===== config.mk =====
export PLATFORM = sky130hd
export DESIGN_NAME = binary_to_decimal_ascii_unit
export DESIGN_NICKNAME = d
export VERILOG_FILES = /design/src/design/b2da_pkg.sv /design/src/design/b2da_stage.sv /design/src/design/binary_to_decimal_ascii_unit.sv
export SDC_FILE = /design/constraint.sdc
export NUM_CORES = 1
export LEC_CHECK = 0
export ABC_CLOCK_PERIOD_IN_PS = 4200
export BUFFER_PORTS_ARGS = -buffer_cell sky130_fd_sc_hd__buf_2
export CELL_PAD_IN_SITES_DETAIL_PLACEMENT = 1
export CELL_PAD_IN_SITES_GLOBAL_PLACEMENT = 2
export CORE_ASPECT_RATIO = 0.7
export CORE_MARGIN = 1
export CORE_UTILIZATION = 37
export DETAILED_ROUTE_END_ITERATION = 8
export PLACE_DENSITY = 0.88
export SLEW_MARGIN = 20
export SYNTH_ARGS = -nofsm -noshare
export SYNTH_HDL_FRONTEND = slang
export SYNTH_HIERARCHICAL = 1
export SYNTH_SLANG_ARGS = --single-unit

===== constraint.sdc =====
create_clock -name clk -period 4.2 [get_ports clk]
set_input_delay 0.63 -clock clk [delete_from_list [all_inputs] [get_ports clk]]
set_output_delay 0.63 -clock clk [all_outputs]
set_load 0.02 [all_outputs]

===== src/design/b2da_pkg.sv =====
// ----------------------------------------------------------------------------
// b2da_pkg
// Shared sizes and the shift-and-add-3 step for the binary to decimal ASCII
// unit.
// ----------------------------------------------------------------------------
`default_nettype none

package b2da_pkg;

  localparam int VALUE_W         = 32;
  localparam int NUM_DIGITS      = 10;
  localparam int BCD_W           = NUM_DIGITS * 4;
  localparam int STATE_W         = BCD_W + VALUE_W;
  localparam int STEPS_PER_STAGE = 4;
  localparam int NUM_STAGES      = VALUE_W / STEPS_PER_STAGE;
  localparam int DIGIT_IDX_W     = $clog2(NUM_DIGITS);
  localparam int CHAR_W          = 6;
  localparam int TDATA_OUT_W     = 8;

  localparam logic [CHAR_W-1:0] ASCII_ZERO = 6'd48;

  typedef logic [STATE_W-1:0] dabble_state_t;

  // One double-dabble bit: fix up BCD nibbles >= 5, then shift the whole word.
  function automatic dabble_state_t dabble_step(dabble_state_t x);
    dabble_state_t y;
    y = x;
    for (int j = 0; j < NUM_DIGITS; j++) begin
      if (y[VALUE_W + 4*j +: 4] >= 4'd5) begin
        y[VALUE_W + 4*j +: 4] = y[VALUE_W + 4*j +: 4] + 4'd3;
      end
    end
    return {y[STATE_W-2:0], 1'b0};
  endfunction

endpackage

`default_nettype wire


===== src/design/b2da_stage.sv =====
// ----------------------------------------------------------------------------
// b2da_stage
// One pipeline stage of the converter: four shift-and-add-3 steps, with a
// valid bit and local backpressure.
// ----------------------------------------------------------------------------
`default_nettype none

module b2da_stage (
  input  wire                     clk,
  input  wire                     rst,
  input  wire                     in_valid,
  output logic                    in_ready,
  input  b2da_pkg::dabble_state_t in_data,
  output logic                    out_valid,
  input  wire                     out_ready,
  output b2da_pkg::dabble_state_t out_data
);

  b2da_pkg::dabble_state_t data_next;

  always_comb begin
    data_next = in_data;
    for (int s = 0; s < b2da_pkg::STEPS_PER_STAGE; s++) begin
      data_next = b2da_pkg::dabble_step(data_next);
    end
  end

  // bubbles collapse: an empty stage always takes a request
  assign in_ready = !out_valid || out_ready;

  always_ff @(posedge clk) begin
    if (rst) begin
      out_valid <= 1'b0;
    end else if (in_ready) begin
      out_valid <= in_valid;
    end
  end

  always_ff @(posedge clk) begin
    if (in_ready && in_valid) begin
      out_data <= data_next;
    end
  end

endmodule

`default_nettype wire


===== src/design/binary_to_decimal_ascii_unit.sv =====
// ----------------------------------------------------------------------------
// binary_to_decimal_ascii_unit
// Converts an unsigned 32-bit number to decimal ASCII digits, most
// significant first, without leading zeros; tlast marks the final digit.
//
//   channel  dir  tdata                  tuser  tlast
//   s_*      in   [31:0] value           -      -
//   m_*      out  [5:0] digit_char       -      last_digit
//
// Eight-stage double-dabble pipeline (four bits per stage), then a digit
// emitter. Each number holds the output for one transfer per digit, 1 to 10
// digits: the single character port sets the sustained rate. Pipeline stages
// keep filling while the emitter drains. Reset (rst, synchronous) empties
// all stages and the emitter. Stalls on m_tready back up stage by stage;
// nothing is dropped.
// ----------------------------------------------------------------------------
`default_nettype none

module binary_to_decimal_ascii_unit (
  input  wire                                  clk,
  input  wire                                  rst,
  input  wire                                  s_tvalid,
  output logic                                 s_tready,
  input  wire  [b2da_pkg::VALUE_W-1:0]         s_tdata,   // [31:0] value
  output logic                                 m_tvalid,
  input  wire                                  m_tready,
  output logic [b2da_pkg::TDATA_OUT_W-1:0]     m_tdata,   // [5:0] digit_char, [7:6] zero
  output logic                                 m_tlast    // last_digit
);

  localparam int NS = b2da_pkg::NUM_STAGES;

  logic                    stage_valid [NS+1];
  logic                    stage_ready [NS+1];
  b2da_pkg::dabble_state_t stage_data  [NS+1];

  assign stage_valid[0] = s_tvalid;
  assign stage_data[0]  = {{b2da_pkg::BCD_W{1'b0}}, s_tdata};
  assign s_tready       = stage_ready[0];

  for (genvar i = 0; i < NS; i++) begin : g_stage
    b2da_stage u_stage (
      .clk       (clk),
      .rst       (rst),
      .in_valid  (stage_valid[i]),
      .in_ready  (stage_ready[i]),
      .in_data   (stage_data[i]),
      .out_valid (stage_valid[i+1]),
      .out_ready (stage_ready[i+1]),
      .out_data  (stage_data[i+1])
    );
  end

  // digit emitter
  logic                               active;
  logic [3:0]                         digits [b2da_pkg::NUM_DIGITS];
  logic [b2da_pkg::DIGIT_IDX_W-1:0]   idx;
  logic [b2da_pkg::DIGIT_IDX_W-1:0]   lead_idx;
  logic                               load;
  logic                               at_last;

  assign at_last        = (idx == '0);
  assign stage_ready[NS] = !active || (m_tready && at_last);
  assign load           = stage_valid[NS] && stage_ready[NS];

  // highest nonzero digit; zero value falls back to the ones digit
  always_comb begin
    lead_idx = '0;
    for (int j = 0; j < b2da_pkg::NUM_DIGITS; j++) begin
      if (stage_data[NS][b2da_pkg::VALUE_W + 4*j +: 4] != 4'd0) begin
        lead_idx = b2da_pkg::DIGIT_IDX_W'(j);
      end
    end
  end

  always_ff @(posedge clk) begin
    if (rst) begin
      active <= 1'b0;
    end else if (load) begin
      active <= 1'b1;
    end else if (active && m_tready && at_last) begin
      active <= 1'b0;
    end
  end

  always_ff @(posedge clk) begin
    if (load) begin
      idx <= lead_idx;
      for (int j = 0; j < b2da_pkg::NUM_DIGITS; j++) begin
        digits[j] <= stage_data[NS][b2da_pkg::VALUE_W + 4*j +: 4];
      end
    end else if (active && m_tready && !at_last) begin
      idx <= idx - 1'b1;
    end
  end

  assign m_tvalid = active;
  assign m_tlast  = at_last;
  assign m_tdata  = {{(b2da_pkg::TDATA_OUT_W - b2da_pkg::CHAR_W){1'b0}},
                     b2da_pkg::ASCII_ZERO + {2'b00, digits[idx]}};

endmodule

`default_nettype wire


==> results of run 1 <==
==> area by class of cell <==
type | count | area, um2
Antenna cell | 2 | 5.005
Multi-Input combinational cell | 6250 | 41140
Clock inverter | 44 | 389.1
Sequential cell | 489 | 14550
Tap cell | 2074 | 2595
Timing Repair Buffer | 350 | 2623
Fill cell | 18810 | 89330
Inverter | 336 | 1261
Clock buffer | 70 | 1549
==> state kept, by name (all words and copies together) (netlist names), named ones only <==
signal / count
g_stage.u_stage/out_data: 432
digits: 40
g_stage.u_stage/out_valid: 8
idx: 4
m_tvalid: 1
==> placed cells by master, fill, tap and decap left out, drive strengths merged, types with 157 or more instances in the layout <==
cell	count
a211oi	173
nor3	297
buf	350
a21oi	676
ha	257
edfxtp	476
nand3	248
nor2	603
nand2b	168
o21ai	637
mux2i	157
conb	168
nand2	640
inv	329
==> stage by stage <==
| stage | hold WS [ps] | total power [uW] | cells | TNS (ps) |
|---|---|---|---|---|
| global placement | 401.1 | 47560 | 9474 | 0 |
| CTS | 47.10 | 55000 | 9588 | 0 |
| global route | 72.40 | 60940 | 9615 | -420.0 |
| detailed placement | 405.1 | 49380 | 9474 | -66.33 |
| floorplan | 400.3 | 39600 | 7450 | 0 |
| finish | 107.1 | 55920 | 9615 | 0 |
==> worst register-to-register path, stage by stage (launching register included) <==
cell and delay, ps:
edfxtp_1 490, inv_1 150, ha_1 220, nand2b_1 120, a21oi_2 420, mux2i_4 410
o21ai_1 160, xnor2_2 210, inv_2 120, ha_1 210, a221o_1 480, and3_1 230
o21ai_0 140, a21oi_1 100, nor4_1 380
==> per-layer routing <==
metal	part of all wire, %	global-route usage (%)	vias to the layer above
met5	0	0	-
met1	47	26.54	28160
met3	2.4	1.640	181
met4	1.7	4.526	0
met2	49	36.19	684
li1	-	-	28250
==> worst max path at each step <==
stage                                                from                         endpoint  slack (ps)  cells past startpoint
final                     g_stage[1].u_stage/out_data[44]  g_stage[2].u_stage/out_data[52]         160                     14
after global routing      g_stage[4].u_stage/out_data[52]  g_stage[5].u_stage/out_data[60]        -110                     16
after CTS                                          idx[0]                         s_tready          40                     13
after detailed placement  g_stage[4].u_stage/out_data[48]  g_stage[5].u_stage/out_data[52]         -70                     14
after global placement    g_stage[4].u_stage/out_data[44]  g_stage[5].u_stage/out_data[52]          30                     14
after floorplan                                    idx[0]  g_stage[0].u_stage/out_data[10]           7                     13
==> what timing repair did <==
action / 4_1_cts / 5_1_grt
endpoints found under the hold margin: 0 / 0
pin swaps: 0 / 8
endpoints found under the setup margin: 3 / 104
resized for setup: 3 / 101
buffers inserted: 0 / 25
cloned: 0 / 0
==> where the power goes <==
part           switching [uW]  internal, uW  leakage (uW)  total, uW
clock network            2390          2860      0.000948       5250
registers                 864          7530       0.00450       8390
logic                   25400         16900        0.0184      42300
total                   28600         27300        0.0238      55900
==> results.toml, run 1 <==
[clock_tree]
ctsRootBufferMaster = "clkbuf_16"
clk-insertion-delay-late_ps = 710
cts-htree-levels = 2
hold_buffers = 0
clk_pin_slew_worst_paths_ps = 60
cts_tree = "done"
cts_buffers = 60
clkSinkCount = 489
cts_max_path_buffers = 3

[synthesis]
yosysWarnings = 6
synth_area_mm2 = 0.05741
avgSynthCellArea_um2 = 7.881
syn_inst = 7284

[die]
core-area_mm2 = 0.1534
initial_core_util_pct = 37.41
chipHeight_um = 331.6
die_width_um = 472.8
die_area_mm2 = 0.1568
rows = 120
ioPinCount = 47

[global_routing]
gr-total-overflow = 0
grt_max_degree = 49
grt_pass1_wl_um = 280400
antenna_found_initial = 3
grt_pass1_vias = 57040
grt_usage_pct = 20.34

[pwr]
powerDensity_mw_per_mm2 = 872.2
power.leakage_uw = 0.02384
ir_drop_mv = 0.6338

[final_layout]
nets = 7780
final_area_mm2 = 0.06412
syn_to_final_growth_pct = 11.68
final_core_util_pct = 41.78
drive_above_1_share_pct = 11.65

[drt]
num_vias = 57280
routed_wl_um = 167500
ant_nets = 0
drc = 0
first_iter_violations = 3099
first_pass_iters = 5
viasPerCell = 5.957
wire_per_inst_um = 17.42

[sta]
setup_viol = 0
fin_crit_sh_pct = 96.17
worst_pin_slew_ps = 999.8
rsz0062_at_grt = "true"
relSlewSlack_pct = 33.35
max_freq_mhz = 247.6
skew_ps = 34.40
drv_slew = 0
hold_violations = 0
min_period_ps = 4039
setup_slack_ps = 161.0

[placed_design]
place.port_buffers = 42
gp_congestion = 0.8470
place_worst_setup_slack_ps = -66.33
dp_hpwl_um = 125900
dpl-instance-area_mm2 = 0.06151

[status]
status = "completed"

[setup_path]
critPathKind = "reg -> reg"
reg2reg_depth = 14
r2r_slack_ps = 160
crit_buf_inv = 2
cp-start-kind = "flip-flop"
rr_startpoint = "g_stage[1].u_stage/out_data[44]"
path_cells = "inv_1 > ha_1 > nand2b_1 > a21oi_2 > mux2i_4 > o21ai_1 > xnor2_2 > inv_2 > ha_1 > a221o_1 > and3_1 > o21ai_0 > a21oi_1 > nor4_1"
worst_path_most_repeated_cell = "ha_1"
cp_top_family = "compound AO/OA/AOI/OAI gates"
cp_slowest_cell = "edfxtp_1"
critPathRequiredTime_ps = 4660
crit_path_max_incr_delay_ps = 490
worst_ep_arrival_time_ps = 4500
r2r_end = "g_stage[2].u_stage/out_data[52]"
crit_fanout = 10
end_kind = "flip-flop"

[hold_path]
hold_class = "in -> reg"
worstHoldEndpoint = "g_stage[0].u_stage/out_data[9]"
hold_path.startpoint = "s_tdata[5]"
whs_path_depth = 1

[run]
maxCapViolCount = 0
(Power assumes the default switching activity.)
==> run 2, diff against run 1 <==
Settings changed: CORE_UTILIZATION 37 to 38, PLACE_DENSITY 0.88 to 0.87, SYNTH_HIERARCHICAL 1 to unset.
==> results.toml, run 2 <==
[synthesis]
yosysTopAreaCell = "edfxtp_1"
avgSynthCellArea_um2 = 9.397
synth.most_common_cell = "edfxtp_1"
syn_inst = 2976
synth_area_mm2 = 0.02796
synthFlopType = "edfxtp_1"
synth_edf_count = 341
yosysWarnings = 0
ys_async_sr_fraction_pct = 0
synth.top_cells.by_area = "edfxtp_1 37%, ha_1 6.8%, o21ai_0 3.9%"
synth_cell_type_count = 116
ys_seq_elements = 354
ys_seq_area_share_pct = 37.55
netlist.area_leader.share_pct = 36.62
synth_common_cells = "341 x edfxtp_1, 241 x nor2_1, 220 x o21ai_0, 213 x a21oi_1, 205 x nand2_1"

[die]
initial_core_util_pct = 38.72
ioPinCount = 47
die_area_mm2 = 0.07470
chipHeight_um = 229.0
core-area_mm2 = 0.07223
die_width_um = 326.2
rows = 82

[clock_tree]
post_cts_buffers = 0
ctsRootBufferMaster = "clkbuf_16"
clk-insertion-delay-late_ps = 590
cts-htree-levels = 2
hold_buffers = 0
cts_buffers = 40
clkSinkCount = 354
cts_tree = "done"
cts_max_path_buffers = 3
clk_pin_slew_worst_paths_ps = 60

[drt]
viasPerCell = 5.580
ant_nets = 0
first_pass_iters = 5
routed_wl_um = 64810
first_iter_violations = 1075
num_vias = 22390
wire_per_inst_um = 16.15
drc = 0

[placed_design]
place.port_buffers = 42
gp_congestion = 0.8134
dpl-instance-area_mm2 = 0.02934
dp_hpwl_um = 48920

[setup_path]
reg2reg_depth = 17
critPathKind = "reg -> out"
crit_fanout = 6
worst_ep_arrival_time_ps = 3340
rr_startpoint = "g_stage[6].u_stage.out_data[32]"
end_kind = "output pin"
r2r_end = "g_stage[7].u_stage.out_data[37]"
r2r_slack_ps = 330
critPathRequiredTime_ps = 3570
cp-start-kind = "flip-flop"

[sta]
drv_slew = 0
hold_violations = 0
min_period_ps = 3970
skew_ps = 31.77
rsz0062_at_grt = "false"
relSlewSlack_pct = 36.86
max_freq_mhz = 251.9
setup_viol = 0
fin_crit_sh_pct = 94.52
worst_pin_slew_ps = 937.2

[final_layout]
top_register = "g_stage.u_stage.out_data"
final_core_util_pct = 42.76
final_area_mm2 = 0.03088
antenna_cells = 0
layout_common_cells = "341 x edfxtp_1, 240 x nor2_1, 219 x o21ai_0"
drive_above_1_share_pct = 12.47
final_common_cell = "edfxtp_1"
n_fill_cell = 8264
nets = 3203
largest_reg_flops = 297
syn_to_final_growth_pct = 10.43
reg_top3 = "g_stage.u_stage.out_data: 297 flops, digits: 40 flops, g_stage.u_stage.out_valid: 8 flops"

[pwr]
power.leakage_uw = 0.01150
p_total_uw = 12370
ir_drop_mv = 0.2714
powerDensity_mw_per_mm2 = 400.6

[run]
maxCapViolCount = 0

[status]
status = "completed"

[global_routing]
grt_use_met1_pct = 22.86
gr-total-overflow = 0
grt_pass1_vias = 22770
grt_pass1_wl_um = 109700
grt_max_degree = 42
antenna_found_initial = 0
top_usage_layer = "met2"
use_met2_pct = 29.15
grt_usage_pct = 17.06
grt.met3_usage_pct = 2.118

[hold_path]
worstHoldEndpoint = "g_stage[0].u_stage.out_data[30]"
hold_path.startpoint = "s_tdata[26]"
hold_class = "in -> reg"
whs_path_depth = 1
## run 2: final cells by class
class	instances	area, um2	area share [%]
clock inverters	28	424.2	1.373
clock buffers	46	1076	3.484
repair buffers	63	392.9	1.272
multi-input cells	2342	16480	53.35
inverters	214	803.3	2.601
well taps	966	1209	3.914
flip-flops and latches	354	10500	34.00
## run 2: cells by family after synthesis
family | count (synthesis) | share of synthesized area (%)
compound gates | 1049 | 25.02
xor+xnor | 152 | 5.405
fa+ha+maj | 154 | 6.872
buf+inv | 282 | 3.902
flops | 354 | 37.55
mux | 168 | 6.868
other cells | 2 | 0.02686
simple gates | 815 | 14.36
## run 2: how the worst max path moves through the flow
stage	from	to	cells after the start
after CTS	idx[0]	s_tready	10
after global placement	g_stage[6].u_stage.out_data[32]	g_stage[7].u_stage.out_data[37]	17
after detailed placement	g_stage[0].u_stage.out_data[32]	g_stage[1].u_stage.out_data[39]	16
after global routing	g_stage[6].u_stage.out_data[32]	g_stage[7].u_stage.out_data[37]	17
after floorplan	idx[0]	g_stage[3].u_stage.out_data[16]	8
final	idx[0]	s_tready	10
## run 2: stage by stage
step                      worst slack [ps]  setup TNS [ps]  instances  hold WS [ps]
after detailed placement             235.9               0       3938         405.2
after CTS                            45.26               0       4012         171.5
after floorplan                     -140.9           -7709       2978         400.3
after global placement               455.0               0       3938         401.1
after global routing                 10.97               0       4013         191.2
final                                230.0               0       4013         216.8
## run 2: what timing repair did
action                     4_1_cts  5_1_grt
resized for setup                1        5
pin swaps                        0        0
setup endpoints to repair        1        8
## run 2: power breakdown
group	switching, uW	internal (uW)	leakage (uW)
combinational	2430	1660	0.00756
sequential	86.5	4170	0.00322
clock	1560	2470	0.000719
total	4080	8290	0.0115
## run 2: critical path, cell delays in order (launching register included)
cell      delay (ps)
edfxtp_1         380
inv_1             70
ha_1             220
nor3b_2          180
nand2_1          100
and3_1           370
and2_1           360
and3_2           360
and3_2           360
nand3_1          140
buf_2            200
## run 2: metal layers
layer  routed length (um)  up-vias  share of wire [%]
li1                     -    11240                  -
met1                31260    10870                 48
met2                30750      211                 47
met3                 1686       72                2.6
met4                 1120        0                1.7
met5                    0        -                  0
